--- src/hw/rtl/stable_key_sorter_assert.svh ---
// assertion macros for the stable key sorter
`ifndef STABLE_KEY_SORTER_ASSERT_SVH
`define STABLE_KEY_SORTER_ASSERT_SVH

// check held outside reset
`define SKS_ASSERT(lbl, prop, msg) \
  lbl: assert property (@(posedge clk) disable iff (rst) prop) else $error(msg);

// check held at every edge, reset included
`define SKS_ASSERT_ALWAYS(lbl, prop, msg) \
  lbl: assert property (@(posedge clk) prop) else $error(msg);

`endif

--- src/hw/rtl/sks_pkg.sv ---
// shared constants for the stable key sorter
`default_nettype none
package sks_pkg;
  localparam int MAX_KEYS_DEF = 64;
  localparam int KEY_BITS_DEF = 32;
  localparam int IO_KEY_BITS = 32;
  localparam int MODE_BITS = 2;
  localparam int ADDR_BITS = 3;
  // compare mode bit positions
  localparam int MODE_DESC_BIT = 0;
  localparam int MODE_SIGNED_BIT = 1;
  // register address of compare_mode
  localparam logic [ADDR_BITS-1:0] ADDR_COMPARE_MODE = 3'd0;
endpackage
`default_nettype wire

--- src/hw/rtl/stable_key_sorter.sv ---
// stable key sorter top level
// Usage: keys arrive on the input channel (in_valid/in_ready, key, last_key),
// one per transfer. A transfer with last_key set ends the set and starts a
// stable insertion sort over the stored keys in one memory with one shared
// comparator. in_ready is low from then until the last sorted key leaves.
// Loading accepts one key per cycle while in_valid is high. The sort reads
// each key through the registered memory read, holds it, compares it with
// the stored keys below it, shifting each later key up one place, and writes
// it into place. Results then leave on the output channel (out_valid,
// out_ready, sorted_key, last_out, overflowed) one key at a time, the next
// read only after the last is taken; last_out marks the final key. Keys past
// MAX_KEYS are dropped and overflowed is set on every result of that set. A
// stalled receiver holds the output register and the sequencer waits.
// compare_mode is on the APB port at address 0, read live by the comparator.
// Synchronous reset empties the store, clears the drop flag, sets
// compare_mode to unsigned ascending and returns to loading.
`default_nettype none
module stable_key_sorter #(
  parameter int MAX_KEYS = sks_pkg::MAX_KEYS_DEF,
  parameter int KEY_BITS = sks_pkg::KEY_BITS_DEF
) (
  input  wire logic                              clk,
  input  wire logic                              rst,
  input  wire logic                              psel,
  input  wire logic                              penable,
  input  wire logic                              pwrite,
  input  wire logic [sks_pkg::ADDR_BITS-1:0]     paddr,
  input  wire logic [31:0]                       pwdata,
  output logic [31:0]                            prdata,
  output logic                                   pready,
  input  wire logic                              in_valid,
  output logic                                   in_ready,
  input  wire logic [sks_pkg::IO_KEY_BITS-1:0]   key,
  input  wire logic                              last_key,
  output logic                                   out_valid,
  input  wire logic                              out_ready,
  output logic [sks_pkg::IO_KEY_BITS-1:0]        sorted_key,
  output logic                                   last_out,
  output logic                                   overflowed
);
  import sks_pkg::*;
  `include "stable_key_sorter_assert.svh"

  localparam int IW = $clog2(MAX_KEYS);
  localparam int CW = $clog2(MAX_KEYS + 1);

  typedef enum logic [2:0] {
    S_LOAD, S_RDV, S_GETV, S_CMP, S_PUT, S_ERD, S_ELD, S_EHOLD
  } state_t;

  state_t state;
  logic [MODE_BITS-1:0] compare_mode;
  logic [CW-1:0] count;
  logic [CW-1:0] n;
  logic [CW-1:0] i;
  logic [CW-1:0] j;
  logic [CW-1:0] e;
  logic dropped;
  logic [KEY_BITS-1:0] v;

  logic [KEY_BITS-1:0] mem [MAX_KEYS];
  logic [KEY_BITS-1:0] rd_data;
  logic [IW-1:0] ra;
  logic [IW-1:0] wa;
  logic [KEY_BITS-1:0] wd;
  logic we;
  logic after;
  logic in_xfer;
  logic has_room;
  logic [CW-1:0] n_fin;

  // configuration port
  assign pready = 1'b1;
  assign prdata = {{(32-MODE_BITS){1'b0}}, compare_mode};

  always_ff @(posedge clk) begin
    if (rst) begin
      compare_mode <= '0;
    end else if (psel && penable && pwrite && (paddr[2] == ADDR_COMPARE_MODE[2])) begin
      compare_mode <= pwdata[MODE_BITS-1:0];
    end
  end

  assign in_ready = (state == S_LOAD);
  assign in_xfer = in_valid && in_ready;
  assign has_room = (count < CW'(MAX_KEYS));
  assign n_fin = has_room ? count + CW'(1) : count;

  // shared comparator: stored key against the key being inserted
  sks_cmp #(.KEY_BITS(KEY_BITS)) u_cmp (
    .a     (rd_data),
    .b     (v),
    .mode  (compare_mode),
    .after (after)
  );

  // memory port control
  always_comb begin
    we = 1'b0;
    wa = count[IW-1:0];
    wd = KEY_BITS'(key);
    ra = '0;
    case (state)
      S_LOAD: begin
        we = in_xfer && has_room;
      end
      S_RDV: begin
        ra = i[IW-1:0];
      end
      S_GETV: begin
        ra = IW'(i - CW'(1));
      end
      S_CMP: begin
        we = 1'b1;
        wa = j[IW-1:0];
        wd = after ? rd_data : v;
        ra = IW'(j - CW'(2));
      end
      S_PUT: begin
        we = 1'b1;
        wa = '0;
        wd = v;
      end
      S_ERD: begin
        ra = e[IW-1:0];
      end
      default: begin
        ra = '0;
      end
    endcase
  end

  // key store
  always_ff @(posedge clk) begin
    if (we) begin
      mem[wa] <= wd;
    end
    rd_data <= mem[ra];
  end

  // sequencer: load, insertion sort, emit
  always_ff @(posedge clk) begin
    if (rst) begin
      state <= S_LOAD;
      count <= '0;
      dropped <= 1'b0;
      out_valid <= 1'b0;
    end else begin
      case (state)
        S_LOAD: begin
          if (in_xfer) begin
            if (has_room) begin
              count <= count + CW'(1);
            end else begin
              dropped <= 1'b1;
            end
            if (last_key) begin
              n <= n_fin;
              e <= '0;
              i <= CW'(1);
              state <= (n_fin <= CW'(1)) ? S_ERD : S_RDV;
            end
          end
        end
        S_RDV: begin
          state <= S_GETV;
        end
        S_GETV: begin
          v <= rd_data;
          j <= i;
          state <= S_CMP;
        end
        S_CMP: begin
          if (after) begin
            j <= j - CW'(1);
            if (j == CW'(1)) begin
              state <= S_PUT;
            end
          end else begin
            i <= i + CW'(1);
            e <= '0;
            state <= (i + CW'(1) == n) ? S_ERD : S_RDV;
          end
        end
        S_PUT: begin
          i <= i + CW'(1);
          e <= '0;
          state <= (i + CW'(1) == n) ? S_ERD : S_RDV;
        end
        S_ERD: begin
          state <= S_ELD;
        end
        S_ELD: begin
          sorted_key <= IO_KEY_BITS'(rd_data);
          last_out <= (e + CW'(1) == n);
          overflowed <= dropped;
          out_valid <= 1'b1;
          state <= S_EHOLD;
        end
        S_EHOLD: begin
          if (out_ready) begin
            out_valid <= 1'b0;
            if (last_out) begin
              count <= '0;
              dropped <= 1'b0;
              state <= S_LOAD;
            end else begin
              e <= e + CW'(1);
              state <= S_ERD;
            end
          end
        end
        default: begin
          state <= S_LOAD;
        end
      endcase
    end
  end

  // checks
  `SKS_ASSERT(a_out_only_in_hold, out_valid |-> (state == S_EHOLD), "result shown outside hold")
  `SKS_ASSERT(a_no_load_while_out, in_ready |-> !out_valid, "input taken with result pending")
  `SKS_ASSERT(a_count_bound, count <= CW'(MAX_KEYS), "key count beyond depth")
  `SKS_ASSERT_ALWAYS(a_pready_high, pready, "config port not ready")
endmodule
`default_nettype wire

--- src/hw/rtl/sks_cmp.sv ---
// shared key compare unit: tells whether key a goes after key b
`default_nettype none
module sks_cmp #(
  parameter int KEY_BITS = sks_pkg::KEY_BITS_DEF
) (
  input  wire logic [KEY_BITS-1:0]          a,
  input  wire logic [KEY_BITS-1:0]          b,
  input  wire logic [sks_pkg::MODE_BITS-1:0] mode,
  output logic                              after
);
  import sks_pkg::*;

  logic [KEY_BITS-1:0] sign_flip;
  logic [KEY_BITS-1:0] a_adj;
  logic [KEY_BITS-1:0] b_adj;

  // flip sign bit so signed order becomes unsigned order
  always_comb begin
    sign_flip = '0;
    sign_flip[KEY_BITS-1] = mode[MODE_SIGNED_BIT];
    a_adj = a ^ sign_flip;
    b_adj = b ^ sign_flip;
    after = mode[MODE_DESC_BIT] ? (a_adj < b_adj) : (a_adj > b_adj);
  end
endmodule
`default_nettype wire
--- config.mk ---
export PLATFORM = sky130hd
export DESIGN_NAME = stable_key_sorter
export DESIGN_NICKNAME = d
export VERILOG_FILES = /design/src/hw/rtl/sks_pkg.sv /design/src/hw/rtl/stable_key_sorter.sv /design/src/hw/rtl/sks_cmp.sv
export VERILOG_INCLUDE_DIRS = /design/src /design/src/hw/rtl
export SDC_FILE = /design/constraint.sdc
export NUM_CORES = 2
export LEC_CHECK = 0
export ABC_AREA = 0
export BUFFER_PORTS_ARGS = -buffer_cell sky130_fd_sc_hd__clkbuf_2
export CAP_MARGIN = 10
export CORE_AREA = 2 2 471 473
export CTS_CLUSTER_SIZE = 8
export DETAILED_ROUTE_END_ITERATION = 10
export DIE_AREA = 0 0 473 475
export HOLD_SLACK_MARGIN = 0.05
export PLACE_DENSITY = 0.52
export SLEW_MARGIN = 25
export SYNTH_ARGS = -nofsm -noshare
export SYNTH_HDL_FRONTEND = slang
export SYNTH_SLANG_ARGS = --single-unit
--- constraint.sdc ---
create_clock -name clk -period 7.6 [get_ports clk]
set_input_delay 1.14 -clock clk [delete_from_list [all_inputs] [get_ports clk]]
set_output_delay 1.14 -clock clk [all_outputs]
set_load 0.01 [all_outputs]
==> out/results.txt <==
The final layout contains 6930 nets. The worst hold path begins at pwdata[0]. The count of nets left with antenna violations once routing finished came out at 0. The placement-stage cell area came out at 92100 um2.

The run gives 6 as the total iterations of the first detailed-routing run. The logs give 65200 um2 for the register area and 17 for the initial antenna violation count. The tools report the total number of clock tree sinks as 2188. The logs give 0 for the remaining global-route overflow and 34.3 nW for the leakage power total. The fraction of synthesized cell area taken by the top area cell type was 0.736. Setup total negative slack on the finished layout was measured at 0 ns. The global routing usage on met2 is 0.354.

Leaving out fill and tap cells, the most frequent cell in the layout is sky130_fd_sc_hd__edfxtp_1. Setup violations remaining at the end of the flow were counted as 0. The minimum clock period after layout came out at 5.30 ns. Hold repair after CTS inserted 0 buffers. The run gives 101000 um2 as the cell area after layout.

Yosys attributes the largest share of cell area to sky130_fd_sc_hd__edfxtp_1 (74%), sky130_fd_sc_hd__nand2_1 (8.2%), sky130_fd_sc_hd__nand3_1 (4.1%), sky130_fd_sc_hd__a21oi_1 (1.4%), sky130_fd_sc_hd__dfxtp_1 (1.1%). The post-route clock period utilization came out at 0.698. The run gives 19400 as the number of fill cells in the layout.

The endpoint identified for the worst register-to-register timing path is mem[23][0]. The worst slew slack as a fraction of its limit was 0.269. The tools report the number of global-route vias before repair as 52100.

The share of cells above drive strength 1 was 0.117; the global routing met1 resource utilization was 0.336. The run gives 0 as the post-route DRC violation count. Entering global routing, the biggest net connects 146 pins. The clock reaches the later pin of the worst-skew pair after 0.94 ns. In this run the worst hold path is classified as in2reg. The detailed router placed 55200 vias in this run.

Summing every instance area after synthesis gives 87400 um2. On the final layout, the worst hold slack is 0.451 ns. The slew at the pin closest to its max-slew limit came out at 1.09 ns. The critical path start-end classification is reg2reg. The run gives 0.230 as the total routing resource utilization after global routing.

Layer with the highest usage after global routing: met2. The floorplan die width was 473 um. OpenSTA, run right after detailed placement, puts the worst setup slack at 2.03 ns. The synthesized design contains 2188 register bits. The die outline height was 475 um; the final-report hold violation count was 0. The floorplan has 172 rows. The H-tree depth is 5, and the power density normalized to cell area is 419 nW/um2. The number of cells in the finished layout apart from fillers is 9772, and the number of maximum-capacitance violations is 0. The worst hold path was traced through 3 stages. The global routing met3 resource utilization is 0.0405, and the core footprint is 219000 um2.

The async set-or-reset flop fraction in the synthesized netlist was 0. The worst path arrival time was 5.94 ns. The first global-routing pass estimated 375 mm of wire. The floorplan step defined a die boundary enclosing 225000 um2. The initial cell density of the core was 0.399. The kind of start point of the critical path is a register. The count of flip-flops with a built-in enable after synthesis works out to 2142. Clock skew on the completed layout was measured at 0.0492 ns. The tools report the buffer type at the clock tree root as sky130_fd_sc_hd__clkbuf_16.

Summing internal, switching and leakage power gives 42.1 mW. The number of max-slew violations in the final report was 0. STA classifies the critical path endpoint as a register. Summing all multi-input logic gate instances after layout gives 20900 um2. The average cell area after synthesis was 13.2 um2; the routability congestion estimate was 0.859. The routed wire length per instance is 26.8 um, and the clock-pin slew reported for the worst setup and hold paths after clock tree synthesis is 0.05 ns. Setup repair after global routing left no endpoint under its margin. The layout-stage area growth over the synthesis result came out at 15.1%. For the final design utilization, the log shows 0.459.

Endpoint with the worst hold slack: compare_mode[0]. The number of top-level pins came out at 144. The proportion of synthesized chip area in sequential cells is 0.746.

Number of resized instances in the post-cts repair step: 0. Tracing the worst setup path back leads to its startpoint at rd_data[11]. The worst reg2reg path depth was 11.

Data on the critical path is required at its endpoint by 8.24 ns. The setup fix buffers added after clock tree synthesis is 0. The worst ir drop on vdd was 0.000270 V; the achievable clock frequency was 189 MHz.

Wires add up to 262 mm. The run gives 2.30 ns as the worst setup slack for register-to-register paths. TritonCTS built the clock tree. During synthesis, Yosys emitted a total of 0 warnings. The first routing iteration left 5974 violations. Buffers placed on the I/O ports in this run total 80. The most used flip-flop cell after synthesis is sky130_fd_sc_hd__edfxtp_1. Of all nets on the critical path, the largest fanout is 33. The mean number of vias per cell was 5.65; the number of different library cells in the post-synthesis netlist was 73.

The CTS buffer count is 323. The largest area contributor in the netlist is sky130_fd_sc_hd__edfxtp_1. The startpoint of the lowest-slack register-to-register path was rd_data[11]. In the layout the commonest cells are sky130_fd_sc_hd__edfxtp_1 (2142), sky130_fd_sc_hd__nand2_1 (1902), sky130_fd_sc_hd__nand3_1 (706), sky130_fd_sc_hd__clkbuf_16 (329), sky130_fd_sc_hd__a21oi_1 (247). For the detailed-placement wirelength estimate, the log shows 150 mm.

The worst path meets setup with 2.30 ns of slack. In this run the deepest clock path goes through 4 buffers. The flow ran to the end, and the final reports show no timing, DRC or antenna violations. Synthesis handed over a netlist of 6638 instances. After detailed placement, the design holds a cell count of 9362.
==> cell usage after synthesis (4+ instances only) <==
cell                        instances
sky130_fd_sc_hd__a22o_1            32
sky130_fd_sc_hd__nor2_1           136
sky130_fd_sc_hd__xnor2_1           19
sky130_fd_sc_hd__and3_1           136
sky130_fd_sc_hd__nor2_2             4
sky130_fd_sc_hd__a2111oi_0          4
sky130_fd_sc_hd__buf_4             49
sky130_fd_sc_hd__nor4_1            67
sky130_fd_sc_hd__a31o_2            30
sky130_fd_sc_hd__mux2i_1           80
sky130_fd_sc_hd__buf_6              6
sky130_fd_sc_hd__inv_1             40
sky130_fd_sc_hd__a21o_1            39
sky130_fd_sc_hd__edfxtp_1        2142
sky130_fd_sc_hd__nor3b_1            6
sky130_fd_sc_hd__a22oi_1            4
sky130_fd_sc_hd__ha_1              39
sky130_fd_sc_hd__and2_1             6
sky130_fd_sc_hd__a21oi_1          248
sky130_fd_sc_hd__nor3_1            12
sky130_fd_sc_hd__xor2_1            19
sky130_fd_sc_hd__a31oi_1          133
sky130_fd_sc_hd__nor4b_1            4
sky130_fd_sc_hd__a211oi_1          99
sky130_fd_sc_hd__nor2b_1            7
sky130_fd_sc_hd__a32oi_1           67
sky130_fd_sc_hd__nand2_1         1903
sky130_fd_sc_hd__nand2b_1           4
sky130_fd_sc_hd__mux2_2             4
sky130_fd_sc_hd__clkbuf_1         213
sky130_fd_sc_hd__o21ai_0           10
sky130_fd_sc_hd__a2111o_1          30
sky130_fd_sc_hd__dfxtp_1           46
sky130_fd_sc_hd__buf_2            140
sky130_fd_sc_hd__o22ai_1           39
sky130_fd_sc_hd__or2_2              6
sky130_fd_sc_hd__buf_1             42
sky130_fd_sc_hd__nand4_1            8
sky130_fd_sc_hd__nand3_1          710
==> sequential cells by signal, indices dropped and copies added, names as in the netlist, 2 cells and up <==
signal        count
e                 7
i                 7
v                32
j                 7
compare_mode      2
count             7
sorted_key       32
state             3
mem            2048
rd_data          32
n                 7
==> cell type report <==
class                      count  area share
antenna                       12    0.000298
timing repair buffer         274      0.0217
clock inverter                 4    0.000348
tap                         2871      0.0357
inverter                      40     0.00149
multi-input combinational   3989       0.208
sequential                  2188       0.648
clock buffer                 394      0.0842
==> how the worst max path moves through the flow <==
stage | cells past startpoint | end | slack, ns
finish | 11 | mem[23][0] | 2.30
global route | 7 | mem[22][26] | 2.09
CTS | 7 | mem[20][8] | 1.99
detailed placement | 7 | mem[22][6] | 2.03
global placement | 7 | mem[22][4] | 2.05
floorplan | 2 | v[0] | 2.41
==> report_power, final <==
| part | switching (mW) | internal, mW | total (mW) |
|---|---|---|---|
| clock network | 4.81 | 7.66 | 12.5 |
| registers | 0.348 | 15.4 | 15.8 |
| logic | 10.5 | 3.42 | 13.9 |
==> per-layer routing <==
layer | wire length (um) | part of all wire
met4 | 6190 | 0.024
met3 | 19400 | 0.074
met5 | 266 | 0.0010
met2 | 119000 | 0.46
met1 | 117000 | 0.45
==> cell families (layout without fill, tap and decap cells) <==
family | after synthesis | in the layout | share of synthesized area
and+or+nand+nor | 3034 | 3034 | 0.149
DFF | 2188 | 2188 | 0.746
xor gates and xnor gates | 38 | 38 | 0.00381
adders and majority gates | 39 | 39 | 0.00558
AOI/OAI and AO/OA | 762 | 762 | 0.0593
buffers and inverters | 490 | 712 | 0.0257
other | 2 | 43 | 0.0000859
muxes | 85 | 85 | 0.00981
==> worst max-delay path: stages (launching register included) <==
cell	delay [ns]
sky130_fd_sc_hd__dfxtp_1	0.59
sky130_fd_sc_hd__ha_1	0.34
sky130_fd_sc_hd__nand4_1	0.15
sky130_fd_sc_hd__nor3_1	0.08
sky130_fd_sc_hd__a21boi_0	0.14
sky130_fd_sc_hd__or4b_1	0.61
sky130_fd_sc_hd__a211oi_1	0.54
sky130_fd_sc_hd__mux2i_4	0.66
sky130_fd_sc_hd__buf_4	0.40
sky130_fd_sc_hd__a22o_1	0.21
sky130_fd_sc_hd__a21o_2	0.66
sky130_fd_sc_hd__buf_4	0.52
Power figures use the tool's default switching activity.
